$ cat src/design/stt_pkg.sv
`timescale 1ns / 1ps
// ----------------------------------------------------------------------------
// stt_pkg: shared types and constants of the source text tokenizer
// Token kinds, scanner modes, character codes and the status word of the
// result queue.
// ----------------------------------------------------------------------------
package stt_pkg;

    localparam logic [3:0] KIND_INT   = 4'd11;
    localparam logic [3:0] KIND_IDENT = 4'd12;
    localparam logic [3:0] KIND_END   = 4'd13;
    localparam logic [3:0] KIND_ERROR = 4'd14;

    localparam logic [1:0] MODE_IDLE  = 2'd0;
    localparam logic [1:0] MODE_INT   = 2'd1;
    localparam logic [1:0] MODE_IDENT = 2'd2;
    localparam logic [1:0] MODE_ERROR = 2'd3;

    localparam logic [7:0] CH_PLUS   = 8'h2B;
    localparam logic [7:0] CH_MINUS  = 8'h2D;
    localparam logic [7:0] CH_EQUAL  = 8'h3D;
    localparam logic [7:0] CH_STAR   = 8'h2A;
    localparam logic [7:0] CH_COMMA  = 8'h2C;
    localparam logic [7:0] CH_SLASH  = 8'h2F;
    localparam logic [7:0] CH_SEMI   = 8'h3B;
    localparam logic [7:0] CH_LPAREN = 8'h28;
    localparam logic [7:0] CH_RPAREN = 8'h29;
    localparam logic [7:0] CH_LBRACE = 8'h7B;
    localparam logic [7:0] CH_RBRACE = 8'h7D;
    localparam logic [7:0] CH_UNDER  = 8'h5F;
    localparam logic [7:0] CH_SPACE  = 8'h20;
    localparam logic [7:0] CH_TAB    = 8'h09;
    localparam logic [7:0] CH_CR     = 8'h0D;
    localparam logic [7:0] CH_LF     = 8'h0A;
    localparam logic [7:0] CH_ZERO   = 8'h30;
    localparam logic [7:0] CH_NINE   = 8'h39;
    localparam logic [7:0] CH_LOW_A  = 8'h61;
    localparam logic [7:0] CH_LOW_Z  = 8'h7A;
    localparam logic [7:0] CH_UP_A   = 8'h41;
    localparam logic [7:0] CH_UP_Z   = 8'h5A;

    localparam logic [30:0] INT_MAX_VALUE = 31'h7FFF_FFFF;
    localparam logic [15:0] LENGTH_MAX    = 16'hFFFF;

    localparam int RES_FIFO_DEPTH = 4;

    typedef struct packed {
        logic empty;
        logic room2;
    } t_fifo_stat;

    // Returns a hit flag on top of the punctuator's token kind.
    function automatic logic [4:0] punct_code(input logic [7:0] c);
        logic [4:0] code;
        begin
            case (c)
                CH_PLUS:   code = {1'b1, 4'd0};
                CH_MINUS:  code = {1'b1, 4'd1};
                CH_EQUAL:  code = {1'b1, 4'd2};
                CH_STAR:   code = {1'b1, 4'd3};
                CH_COMMA:  code = {1'b1, 4'd4};
                CH_SLASH:  code = {1'b1, 4'd5};
                CH_SEMI:   code = {1'b1, 4'd6};
                CH_LPAREN: code = {1'b1, 4'd7};
                CH_RPAREN: code = {1'b1, 4'd8};
                CH_LBRACE: code = {1'b1, 4'd9};
                CH_RBRACE: code = {1'b1, 4'd10};
                default:   code = 5'd0;
            endcase
            return code;
        end
    endfunction

endpackage

$ cat src/design/stt_res_fifo.sv
`timescale 1ns / 1ps
// ----------------------------------------------------------------------------
// stt_res_fifo: result queue of the tokenizer
// Takes up to two words per cycle in order and gives one word per cycle to
// the output channel. Reports whether two more words fit.
// ----------------------------------------------------------------------------
module stt_res_fifo #(
    parameter int WIDTH = 108
) (
    input  logic                i_clk,
    input  logic                i_rst_n,
    input  logic                i_push_a,
    input  logic [WIDTH-1:0]    i_data_a,
    input  logic                i_push_b,
    input  logic [WIDTH-1:0]    i_data_b,
    input  logic                i_pop,
    output logic [WIDTH-1:0]    o_head,
    output stt_pkg::t_fifo_stat o_stat
);
    import stt_pkg::*;

    localparam int DEPTH    = RES_FIFO_DEPTH;
    localparam int PTR_BITS = $clog2(DEPTH);
    localparam int CNT_BITS = $clog2(DEPTH + 1);

    logic [WIDTH-1:0]    r_mem [DEPTH];
    logic [PTR_BITS-1:0] r_wr_ptr;
    logic [PTR_BITS-1:0] r_rd_ptr;
    logic [CNT_BITS-1:0] r_count;
    logic [CNT_BITS-1:0] n_count;
    logic [PTR_BITS-1:0] wr_ptr_b;

    assign wr_ptr_b = r_wr_ptr + 1'b1;
    assign o_head = r_mem[r_rd_ptr];
    assign o_stat.empty = (r_count == '0);
    assign o_stat.room2 = (r_count <= CNT_BITS'(DEPTH - 2));

    always_comb begin
        n_count = r_count + CNT_BITS'(i_push_a) + CNT_BITS'(i_push_b) - CNT_BITS'(i_pop);
    end

    always_ff @(posedge i_clk) begin
        if (!i_rst_n) begin
            r_wr_ptr <= '0;
            r_rd_ptr <= '0;
            r_count  <= '0;
        end else begin
            r_count <= n_count;
            if (i_pop) begin
                r_rd_ptr <= r_rd_ptr + 1'b1;
            end
            if (i_push_a && i_push_b) begin
                r_wr_ptr <= r_wr_ptr + PTR_BITS'(2);
            end else if (i_push_a) begin
                r_wr_ptr <= wr_ptr_b;
            end
        end
    end

    always_ff @(posedge i_clk) begin
        if (i_push_a) begin
            r_mem[r_wr_ptr] <= i_data_a;
        end
        if (i_push_b) begin
            r_mem[wr_ptr_b] <= i_data_b;
        end
    end

`ifndef SYNTH
    a_count_bound: assert property (@(posedge i_clk) disable iff (!i_rst_n)
        r_count <= CNT_BITS'(DEPTH))
        else $error("Result queue count exceeds its depth.");
    a_push_order: assert property (@(posedge i_clk) disable iff (!i_rst_n)
        i_push_b |-> i_push_a)
        else $error("Second word pushed without the first.");
    a_no_overrun: assert property (@(posedge i_clk) disable iff (!i_rst_n)
        i_push_a |-> o_stat.room2)
        else $error("Words pushed into a queue without room for two.");
    a_no_underrun: assert property (@(posedge i_clk) disable iff (!i_rst_n)
        i_pop |-> !o_stat.empty)
        else $error("Word popped from an empty queue.");
`endif

endmodule

$ cat src/design/source_text_tokenizer_core.sv
`timescale 1ns / 1ps
// ----------------------------------------------------------------------------
// source_text_tokenizer_core: streaming lexer for a small C-like language
// Source bytes come in on the input channel, one word per byte, and a word
// with i_end_marker set closes the stream. Tokens leave on the output
// channel, one word per token, with o_last_of_run set on the last token that
// an input word causes.
// A byte is taken into an input register, classified against the scanner
// state once the result queue has room for two words, and its tokens are
// written to a four-word result queue, from which the output channel reads.
// One byte is accepted every cycle while o_stall is low; a byte that ends
// a pending number or identifier and is a punctuator or invalid character
// gives two words; the output drains one word per cycle while i_stall is low.
// When the receiver stalls, the queue fills and i_valid words are held off by
// o_stall once fewer than two queue slots are free; no token is lost.
// Reset clears the scanner, the position counters and the queue. After the
// end token all scanner state returns to its reset values for the next stream.
// ----------------------------------------------------------------------------
module source_text_tokenizer_core #(
    parameter int OFFSET_BITS   = 24,
    parameter int POSITION_BITS = 16
) (
    input  logic                     i_clk,
    input  logic                     i_rst_n,
    input  logic                     i_valid,
    output logic                     o_stall,
    input  logic [7:0]               i_text_byte,
    input  logic                     i_end_marker,
    output logic                     o_valid,
    input  logic                     i_stall,
    output logic [3:0]               o_token_kind,
    output logic [30:0]              o_int_value,
    output logic                     o_value_overflow,
    output logic [OFFSET_BITS-1:0]   o_start_offset,
    output logic [15:0]              o_text_length,
    output logic [POSITION_BITS-1:0] o_start_line,
    output logic [POSITION_BITS-1:0] o_start_column,
    output logic                     o_last_of_run
);
    import stt_pkg::*;

    localparam int OB = OFFSET_BITS;
    localparam int PB = POSITION_BITS;
    localparam int RES_BITS = 4 + 31 + 1 + OB + 16 + PB + PB + 1;

    logic          r_in_valid;
    logic [7:0]    r_byte;
    logic          r_end;

    logic [1:0]    r_mode,      n_mode;
    logic [30:0]   r_acc,       n_acc;
    logic          r_ovf,       n_ovf;
    logic [OB-1:0] r_pos,       n_pos;
    logic [PB-1:0] r_line,      n_line;
    logic [PB-1:0] r_col,       n_col;
    logic [OB-1:0] r_pend_off,  n_pend_off;
    logic [PB-1:0] r_pend_line, n_pend_line;
    logic [PB-1:0] r_pend_col,  n_pend_col;
    logic [15:0]   r_pend_len,  n_pend_len;

    t_fifo_stat          fifo_stat;
    logic                fire;
    logic                pop;
    logic                is_digit;
    logic                is_alpha;
    logic                is_ident;
    logic                is_space;
    logic [4:0]          pcode;
    logic                pend;
    logic [34:0]         prod;
    logic                v0;
    logic                v1;
    logic [3:0]          kind0;
    logic [30:0]         val0;
    logic                ovf0;
    logic [3:0]          kind1;
    logic [15:0]         len1;
    logic [RES_BITS-1:0] res0;
    logic [RES_BITS-1:0] res1;
    logic                push_a;
    logic                push_b;
    logic [RES_BITS-1:0] data_a;
    logic [RES_BITS-1:0] data_b;
    logic [RES_BITS-1:0] head;

    assign o_stall = r_in_valid && !fifo_stat.room2;
    assign fire    = r_in_valid && fifo_stat.room2;
    assign o_valid = !fifo_stat.empty;
    assign pop     = o_valid && !i_stall;

    always_ff @(posedge i_clk) begin
        if (!i_rst_n) begin
            r_in_valid <= 1'b0;
        end else if (!o_stall) begin
            r_in_valid <= i_valid;
        end
    end

    always_ff @(posedge i_clk) begin
        if (i_valid && !o_stall) begin
            r_byte <= i_text_byte;
            r_end  <= i_end_marker;
        end
    end

    assign is_digit = (r_byte >= CH_ZERO) && (r_byte <= CH_NINE);
    assign is_alpha = ((r_byte >= CH_LOW_A) && (r_byte <= CH_LOW_Z)) ||
                      ((r_byte >= CH_UP_A) && (r_byte <= CH_UP_Z));
    assign is_ident = is_alpha || is_digit || (r_byte == CH_UNDER);
    assign is_space = (r_byte == CH_SPACE) || ((r_byte >= CH_TAB) && (r_byte <= CH_CR));
    assign pcode    = punct_code(r_byte);
    assign pend     = (r_mode == MODE_INT) || (r_mode == MODE_IDENT);
    assign prod     = {1'b0, r_acc, 3'b000} + {3'b000, r_acc, 1'b0} + {31'b0, r_byte[3:0]};

    always_comb begin
        n_mode      = r_mode;
        n_acc       = r_acc;
        n_ovf       = r_ovf;
        n_pos       = r_pos;
        n_line      = r_line;
        n_col       = r_col;
        n_pend_off  = r_pend_off;
        n_pend_line = r_pend_line;
        n_pend_col  = r_pend_col;
        n_pend_len  = r_pend_len;
        v0          = 1'b0;
        v1          = 1'b0;
        kind1       = KIND_END;
        len1        = 16'd0;
        if (fire) begin
            if (r_end) begin
                v0          = pend;
                v1          = 1'b1;
                n_mode      = MODE_IDLE;
                n_acc       = '0;
                n_ovf       = 1'b0;
                n_pos       = '0;
                n_line      = '0;
                n_col       = '0;
                n_pend_off  = '0;
                n_pend_line = '0;
                n_pend_col  = '0;
                n_pend_len  = '0;
            end else if (r_mode != MODE_ERROR) begin
                n_pos = (&r_pos) ? r_pos : r_pos + 1'b1;
                if (r_byte == CH_LF) begin
                    n_line = (&r_line) ? r_line : r_line + 1'b1;
                    n_col  = '0;
                end else begin
                    n_col = (&r_col) ? r_col : r_col + 1'b1;
                end
                if ((r_mode == MODE_INT) && is_digit) begin
                    if (prod > {4'b0, INT_MAX_VALUE}) begin
                        n_acc = INT_MAX_VALUE;
                        n_ovf = 1'b1;
                    end else begin
                        n_acc = prod[30:0];
                    end
                    n_pend_len = (r_pend_len == LENGTH_MAX) ? r_pend_len : r_pend_len + 1'b1;
                end else if ((r_mode == MODE_IDENT) && is_ident) begin
                    n_pend_len = (r_pend_len == LENGTH_MAX) ? r_pend_len : r_pend_len + 1'b1;
                end else begin
                    v0     = pend;
                    n_mode = MODE_IDLE;
                    if (is_space) begin
                        n_mode = MODE_IDLE;
                    end else if (pcode[4]) begin
                        v1    = 1'b1;
                        kind1 = pcode[3:0];
                        len1  = 16'd1;
                    end else if (is_digit || is_alpha || (r_byte == CH_UNDER)) begin
                        n_mode      = is_digit ? MODE_INT : MODE_IDENT;
                        n_pend_off  = r_pos;
                        n_pend_line = r_line;
                        n_pend_col  = r_col;
                        n_pend_len  = 16'd1;
                        if (is_digit) begin
                            n_acc = {27'b0, r_byte[3:0]};
                            n_ovf = 1'b0;
                        end
                    end else begin
                        v1     = 1'b1;
                        kind1  = KIND_ERROR;
                        len1   = 16'd1;
                        n_mode = MODE_ERROR;
                    end
                end
            end
        end
    end

    always_ff @(posedge i_clk) begin
        if (!i_rst_n) begin
            r_mode      <= MODE_IDLE;
            r_acc       <= '0;
            r_ovf       <= 1'b0;
            r_pos       <= '0;
            r_line      <= '0;
            r_col       <= '0;
            r_pend_off  <= '0;
            r_pend_line <= '0;
            r_pend_col  <= '0;
            r_pend_len  <= '0;
        end else begin
            r_mode      <= n_mode;
            r_acc       <= n_acc;
            r_ovf       <= n_ovf;
            r_pos       <= n_pos;
            r_line      <= n_line;
            r_col       <= n_col;
            r_pend_off  <= n_pend_off;
            r_pend_line <= n_pend_line;
            r_pend_col  <= n_pend_col;
            r_pend_len  <= n_pend_len;
        end
    end

    assign kind0 = (r_mode == MODE_INT) ? KIND_INT : KIND_IDENT;
    assign val0  = (r_mode == MODE_INT) ? r_acc : 31'd0;
    assign ovf0  = (r_mode == MODE_INT) ? r_ovf : 1'b0;

    assign res0 = {kind0, val0, ovf0, r_pend_off, r_pend_len, r_pend_line, r_pend_col, !v1};
    assign res1 = {kind1, 31'd0, 1'b0, r_pos, len1, r_line, r_col, 1'b1};

    assign push_a = v0 || v1;
    assign push_b = v0 && v1;
    assign data_a = v0 ? res0 : res1;
    assign data_b = res1;

    stt_res_fifo #(
        .WIDTH (RES_BITS)
    ) u_res_fifo (
        .i_clk    (i_clk),
        .i_rst_n  (i_rst_n),
        .i_push_a (push_a),
        .i_data_a (data_a),
        .i_push_b (push_b),
        .i_data_b (data_b),
        .i_pop    (pop),
        .o_head   (head),
        .o_stat   (fifo_stat)
    );

    assign {o_token_kind, o_int_value, o_value_overflow, o_start_offset, o_text_length,
            o_start_line, o_start_column, o_last_of_run} = head;

`ifndef SYNTH
    a_sink_silent: assert property (@(posedge i_clk) disable iff (!i_rst_n)
        (fire && !r_end && (r_mode == MODE_ERROR)) |-> !push_a)
        else $error("A byte after an error produced a token.");
    a_end_clears: assert property (@(posedge i_clk) disable iff (!i_rst_n)
        (fire && r_end) |=> ((r_mode == MODE_IDLE) && (r_pos == '0) && (r_line == '0)))
        else $error("Scanner state not cleared after the end marker.");
    a_ovf_saturates: assert property (@(posedge i_clk) disable iff (!i_rst_n)
        ((r_mode == MODE_INT) && r_ovf) |-> (r_acc == INT_MAX_VALUE))
        else $error("Overflowed number is not saturated.");
    a_end_pushes: assert property (@(posedge i_clk) disable iff (!i_rst_n)
        (fire && r_end) |-> push_a)
        else $error("End marker gave no token.");
`endif

endmodule

$ cat config.mk
export PLATFORM = sky130hd
export DESIGN_NAME = source_text_tokenizer_core
export DESIGN_NICKNAME = d
export VERILOG_FILES = /design/src/design/stt_pkg.sv /design/src/design/stt_res_fifo.sv /design/src/design/source_text_tokenizer_core.sv
export SDC_FILE = /design/constraint.sdc
export NUM_CORES = 1
export LEC_CHECK = 0
export BUFFER_PORTS_ARGS = -buffer_cell sky130_fd_sc_hd__buf_2
export CAP_MARGIN = 20
export CORE_ASPECT_RATIO = 1.2
export CORE_MARGIN = 3
export CORE_UTILIZATION = 39
export CTS_BUF_LIST = sky130_fd_sc_hd__clkbuf_4 sky130_fd_sc_hd__clkbuf_8 sky130_fd_sc_hd__clkbuf_16
export CTS_CLUSTER_DIAMETER = 60
export CTS_CLUSTER_SIZE = 40
export DETAILED_ROUTE_END_ITERATION = 8
export PLACE_DENSITY = 0.64
export SYNTH_ARGS = -nofsm -noshare
export SYNTH_HDL_FRONTEND = slang
export SYNTH_SLANG_ARGS = --single-unit
$ cat constraint.sdc
create_clock -name i_clk -period 8.71 [get_ports i_clk]
set_clock_uncertainty 0.2 [all_clocks]
set_input_delay 1.3065 -clock i_clk [delete_from_list [all_inputs] [get_ports i_clk]]
set_output_delay 1.3065 -clock i_clk [all_outputs]
set_load 0.01 [all_outputs]
==> parameters.txt <==
Parameter                              Value

Placement
  Cell Count Post-Placement ... 3,247
  Estimated wirelength of the detail-placed design ... roughly 47,000 um
  Input/output buffers ... roughly 120
  Pre-CTS setup slack ... between 3 and 4 ns
  Placer congestion estimate ... between 0.8 and 0.9

Timing
  Max-slew violation total from the final report ... 0
  Max Clock Freq ... 0.195 GHz
  Setup repair after global routing missed its margin ... no
  Measured slew at the worst slew-check pin ... approximately 1.1 ns
  Worst max-slew margin expressed relative to the limit ... approximately a quarter
  Aggregate negative setup slack ... 0 ns
  Final clock period utilization by the worst path ... between 50% and 60%
  Count of endpoints failing hold in the final timing report ... 0
  Worst Setup Slack, final ... ~3.6 ns
  Period minus WS final ... 5.12 ns
  Final setup violation count ... 0
  WHS ... around 0.28 ns

Floorplanning
  Initial Util ... around two fifths
  Core region area ... a little over 70,000 sq um
  Die area ... 76,300 sq um
  Row cnt ... 107
  Die Span X ... 253 um
  Number of primary I/O pins ... ~120
  Die Ht ... just over 300 um

Synth
  Nets in the synthesized netlist ... approximately 2,500
  Biggest area contributors in the synthesized netlist ... sky130_fd_sc_hd__edfxtp_1 (27%), sky130_fd_sc_hd__dfxtp_1 (26%), sky130_fd_sc_hd__a22o_1 (13%), sky130_fd_sc_hd__mux4_2 (8.6%), sky130_fd_sc_hd__ha_1 (3.4%)
  List of most frequent post-synthesis cells ... sky130_fd_sc_hd__a22o_1 (408), sky130_fd_sc_hd__dfxtp_1 (364), sky130_fd_sc_hd__edfxtp_1 (253)
  Cell type with the largest total area after synthesis ... sky130_fd_sc_hd__edfxtp_1
  Number of distinct library cells after synthesis ... 78
  Average footprint of a synthesized cell ... around 12 sq um
  Ys flop type ... sky130_fd_sc_hd__dfxtp_1
  Number of flops mapped to enable cells by yosys ... 253
  Warnings from Yosys ... 0
  Proportion of netlist area held by the largest area contributor ... 26.7%
  Async SR Flop Fraction ... 0%
  Share of the yosys chip area belonging to registers ... between 50 and 60%
  Most frequent cell after synthesis ... sky130_fd_sc_hd__a22o_1
  Mapped cell area ... around 28,000 sq um
  Synthesized instance count ... around 2,400
  Post-synthesis sequential element count ... just over 600

Status
  Result of the run ... completed

Power
  Power density over cell area ... roughly 210 nW/um^2
  Lkg Pwr ... between 10 and 15 nW
  Worst voltage drop across the vdd grid ... around 0.17 mV

Critical path
  Startpoint type of the worst setup path ... flop
  Arrival time reported for the critical path endpoint ... between 5 and 6 ns
  Crit path kind ... reg2reg
  Req. time, crit path ... roughly 9.0 ns
  CP Max Fanout ... 42
  Nature of the critical path endpoint ... flop

CTS
  Clock root buffer master ... sky130_fd_sc_hd__clkbuf_16
  Skew-Pair Late Insertion Delay ... 0.61 ns
  Clock buffers created by TritonCTS ... 39
  Clock tree buffer depth ... 3
  Post-CTS repair timing setup buffer count ... 0
  CTS H-tree depth ... 2
  # clock sinks ... about 620
  Hold Buf Count CTS ... 0
  TritonCTS clock tree ... built
  Count of cells resized by post-cts repair ... 0
  Clock slew at the register clock pins of the worst setup and hold paths ... about 0.09 ns

GRT
  Via count of the first global-routing pass ... 20,400
  Global-route wire length before repair ... approximately 120,000 um
  Total global routing track utilization ... between 20% and 30%
  Remaining Overflow, GRT ... 0
  Maximum number of pins on one net before global-route repair ... 73
  Number of antenna violations at the first check in global routing ... 5

Final layout
  End-of-flow core utilization ... 43.5%
  Share of cells above drive strength 1 ... ~16%
  Growth of design area from synthesis to finish ... 9.31%
  Nets@finish ... around 2,500
  Fin cells ... 3,323

Routing
  Number of remaining DRC errors ... 0
  Average vias per placed instance ... 6.17
  Overall via count from detail_route ... 20,500
  Routed wirelength normalized by instance count ... roughly 24 um
  First-pass iteration count of the detailed router ... 6
  Antenna Nets Post-Route ... 0
  Starting DRT DRC Count ... approximately 1,700
  Total routed wirelength ... a little under 80,000 um

Hold path
  Path class of the lowest-slack min-delay path ... reg2reg

Run
  Max cap viols ... 0
[flip-flops by register name, summed over array words and instances (netlist names), 3 cells and up, named ones only]
register,count
u_res_fifo.r_mem,436
r_line,16
r_pos,24
r_pend_line,16
r_col,16
r_pend_len,16
u_res_fifo.r_count,3
r_byte,8
r_pend_col,16
r_pend_off,24
r_acc,31
[logic make-up after synthesis]
| kind of cell | Yosys count | share of synthesized area (%) |
|---|---|---|
| muxes | 115 | 8.83 |
| buffers and inverters | 290 | 4.06 |
| and+or+nand+nor | 510 | 9.05 |
| xor gates and xnor gates | 70 | 2.15 |
| AOI/OAI and AO/OA | 726 | 20.0 |
| adders and majority gates | 81 | 3.66 |
| DFF | 617 | 52.3 |
[placed cells by master, fill, tap and decap left out, types with 31 or more instances in the layout]
| master | Yosys | routed |
|---|---|---|
| sky130_fd_sc_hd__a21boi_0 | 59 | 59 |
| sky130_fd_sc_hd__dfxtp_1 | 364 | 362 |
| sky130_fd_sc_hd__ha_1 | 77 | 77 |
| sky130_fd_sc_hd__o21ai_0 | 70 | 65 |
| sky130_fd_sc_hd__edfxtp_1 | 253 | 253 |
| sky130_fd_sc_hd__clkbuf_16 | 0 | 40 |
| sky130_fd_sc_hd__xnor2_1 | 36 | 36 |
| sky130_fd_sc_hd__a22o_1 | 408 | 408 |
| sky130_fd_sc_hd__nand3_1 | 32 | 32 |
| sky130_fd_sc_hd__buf_4 | 1 | 31 |
| sky130_fd_sc_hd__nand2_1 | 151 | 151 |
| sky130_fd_sc_hd__a21oi_1 | 68 | 68 |
| sky130_fd_sc_hd__inv_1 | 47 | 43 |
| sky130_fd_sc_hd__mux4_2 | 109 | 109 |
| sky130_fd_sc_hd__xor2_1 | 34 | 34 |
| sky130_fd_sc_hd__buf_2 | 33 | 123 |
| sky130_fd_sc_hd__nand4_1 | 84 | 84 |
| sky130_fd_sc_hd__nor2_1 | 94 | 92 |
[area by class of cell]
cell class | instances | area [sq um]
fillers | 6486 | 40500
repair buffers | 155 | 876
well taps | 926 | 1160
flip-flops and latches | 617 | 14900
multi-input cells | 1502 | 12600
clock inverters | 32 | 463
inverters | 48 | 180
clock buffers | 40 | 1000
diodes | 3 | 7.51
[worst max-delay path: stages (launching register included)]
cell	delay (ns)
sky130_fd_sc_hd__edfxtp_1	0.56
sky130_fd_sc_hd__and2_1	0.25
sky130_fd_sc_hd__o2111ai_1	0.17
sky130_fd_sc_hd__nor4bb_1	0.55
sky130_fd_sc_hd__or2_1	0.38
sky130_fd_sc_hd__nor3_1	0.08
sky130_fd_sc_hd__nor2_1	0.09
sky130_fd_sc_hd__or2_2	0.15
sky130_fd_sc_hd__inv_1	0.07
sky130_fd_sc_hd__ha_1	0.25
sky130_fd_sc_hd__nand2_1	0.29
sky130_fd_sc_hd__nand2_1	0.20
sky130_fd_sc_hd__nor2_4	0.75
sky130_fd_sc_hd__buf_4	0.67
sky130_fd_sc_hd__a22o_1	0.25
[per-stage QoR]
| step | total power [mW] | cell area, sq um |
|---|---|---|
| 3_3_place_gp | 4.56 | 29600 |
| 3_5_place_dp | 4.57 | 29600 |
| 2_1_floorplan | 4.06 | 28500 |
| 4_1_cts | 6.71 | 31100 |
| 6_report | 6.66 | 31100 |
| 5_1_grt | 6.90 | 31100 |
[power breakdown]
part,switching [mW],internal [mW]
logic,0.781,0.480
registers,0.105,3.13
clock network,1.21,0.954
total,2.09,4.56
[worst paths after layout]
path | start | endpoint | slack [ns] | depth (start not counted)
worst max-delay path | r_byte[1] | u_res_fifo.r_mem[0][62] | 3.59 | 14
worst min-delay path | u_res_fifo.r_mem[3][80] | u_res_fifo.r_mem[3][80] | 0.28 | 1
worst max register to register | r_byte[1] | u_res_fifo.r_mem[0][62] | 3.59 | 14
worst min register to register | u_res_fifo.r_mem[3][80] | u_res_fifo.r_mem[3][80] | 0.28 | 1
[routing by layer]
metal / wire length [um] / GRT usage [%]
met5: 35 / 0
met2: 39700 / 35.2
met1: 32400 / 25.6
met3: 5000 / 3.62
met4: 2050 / 6.40
(Power assumes the default switching activity.)
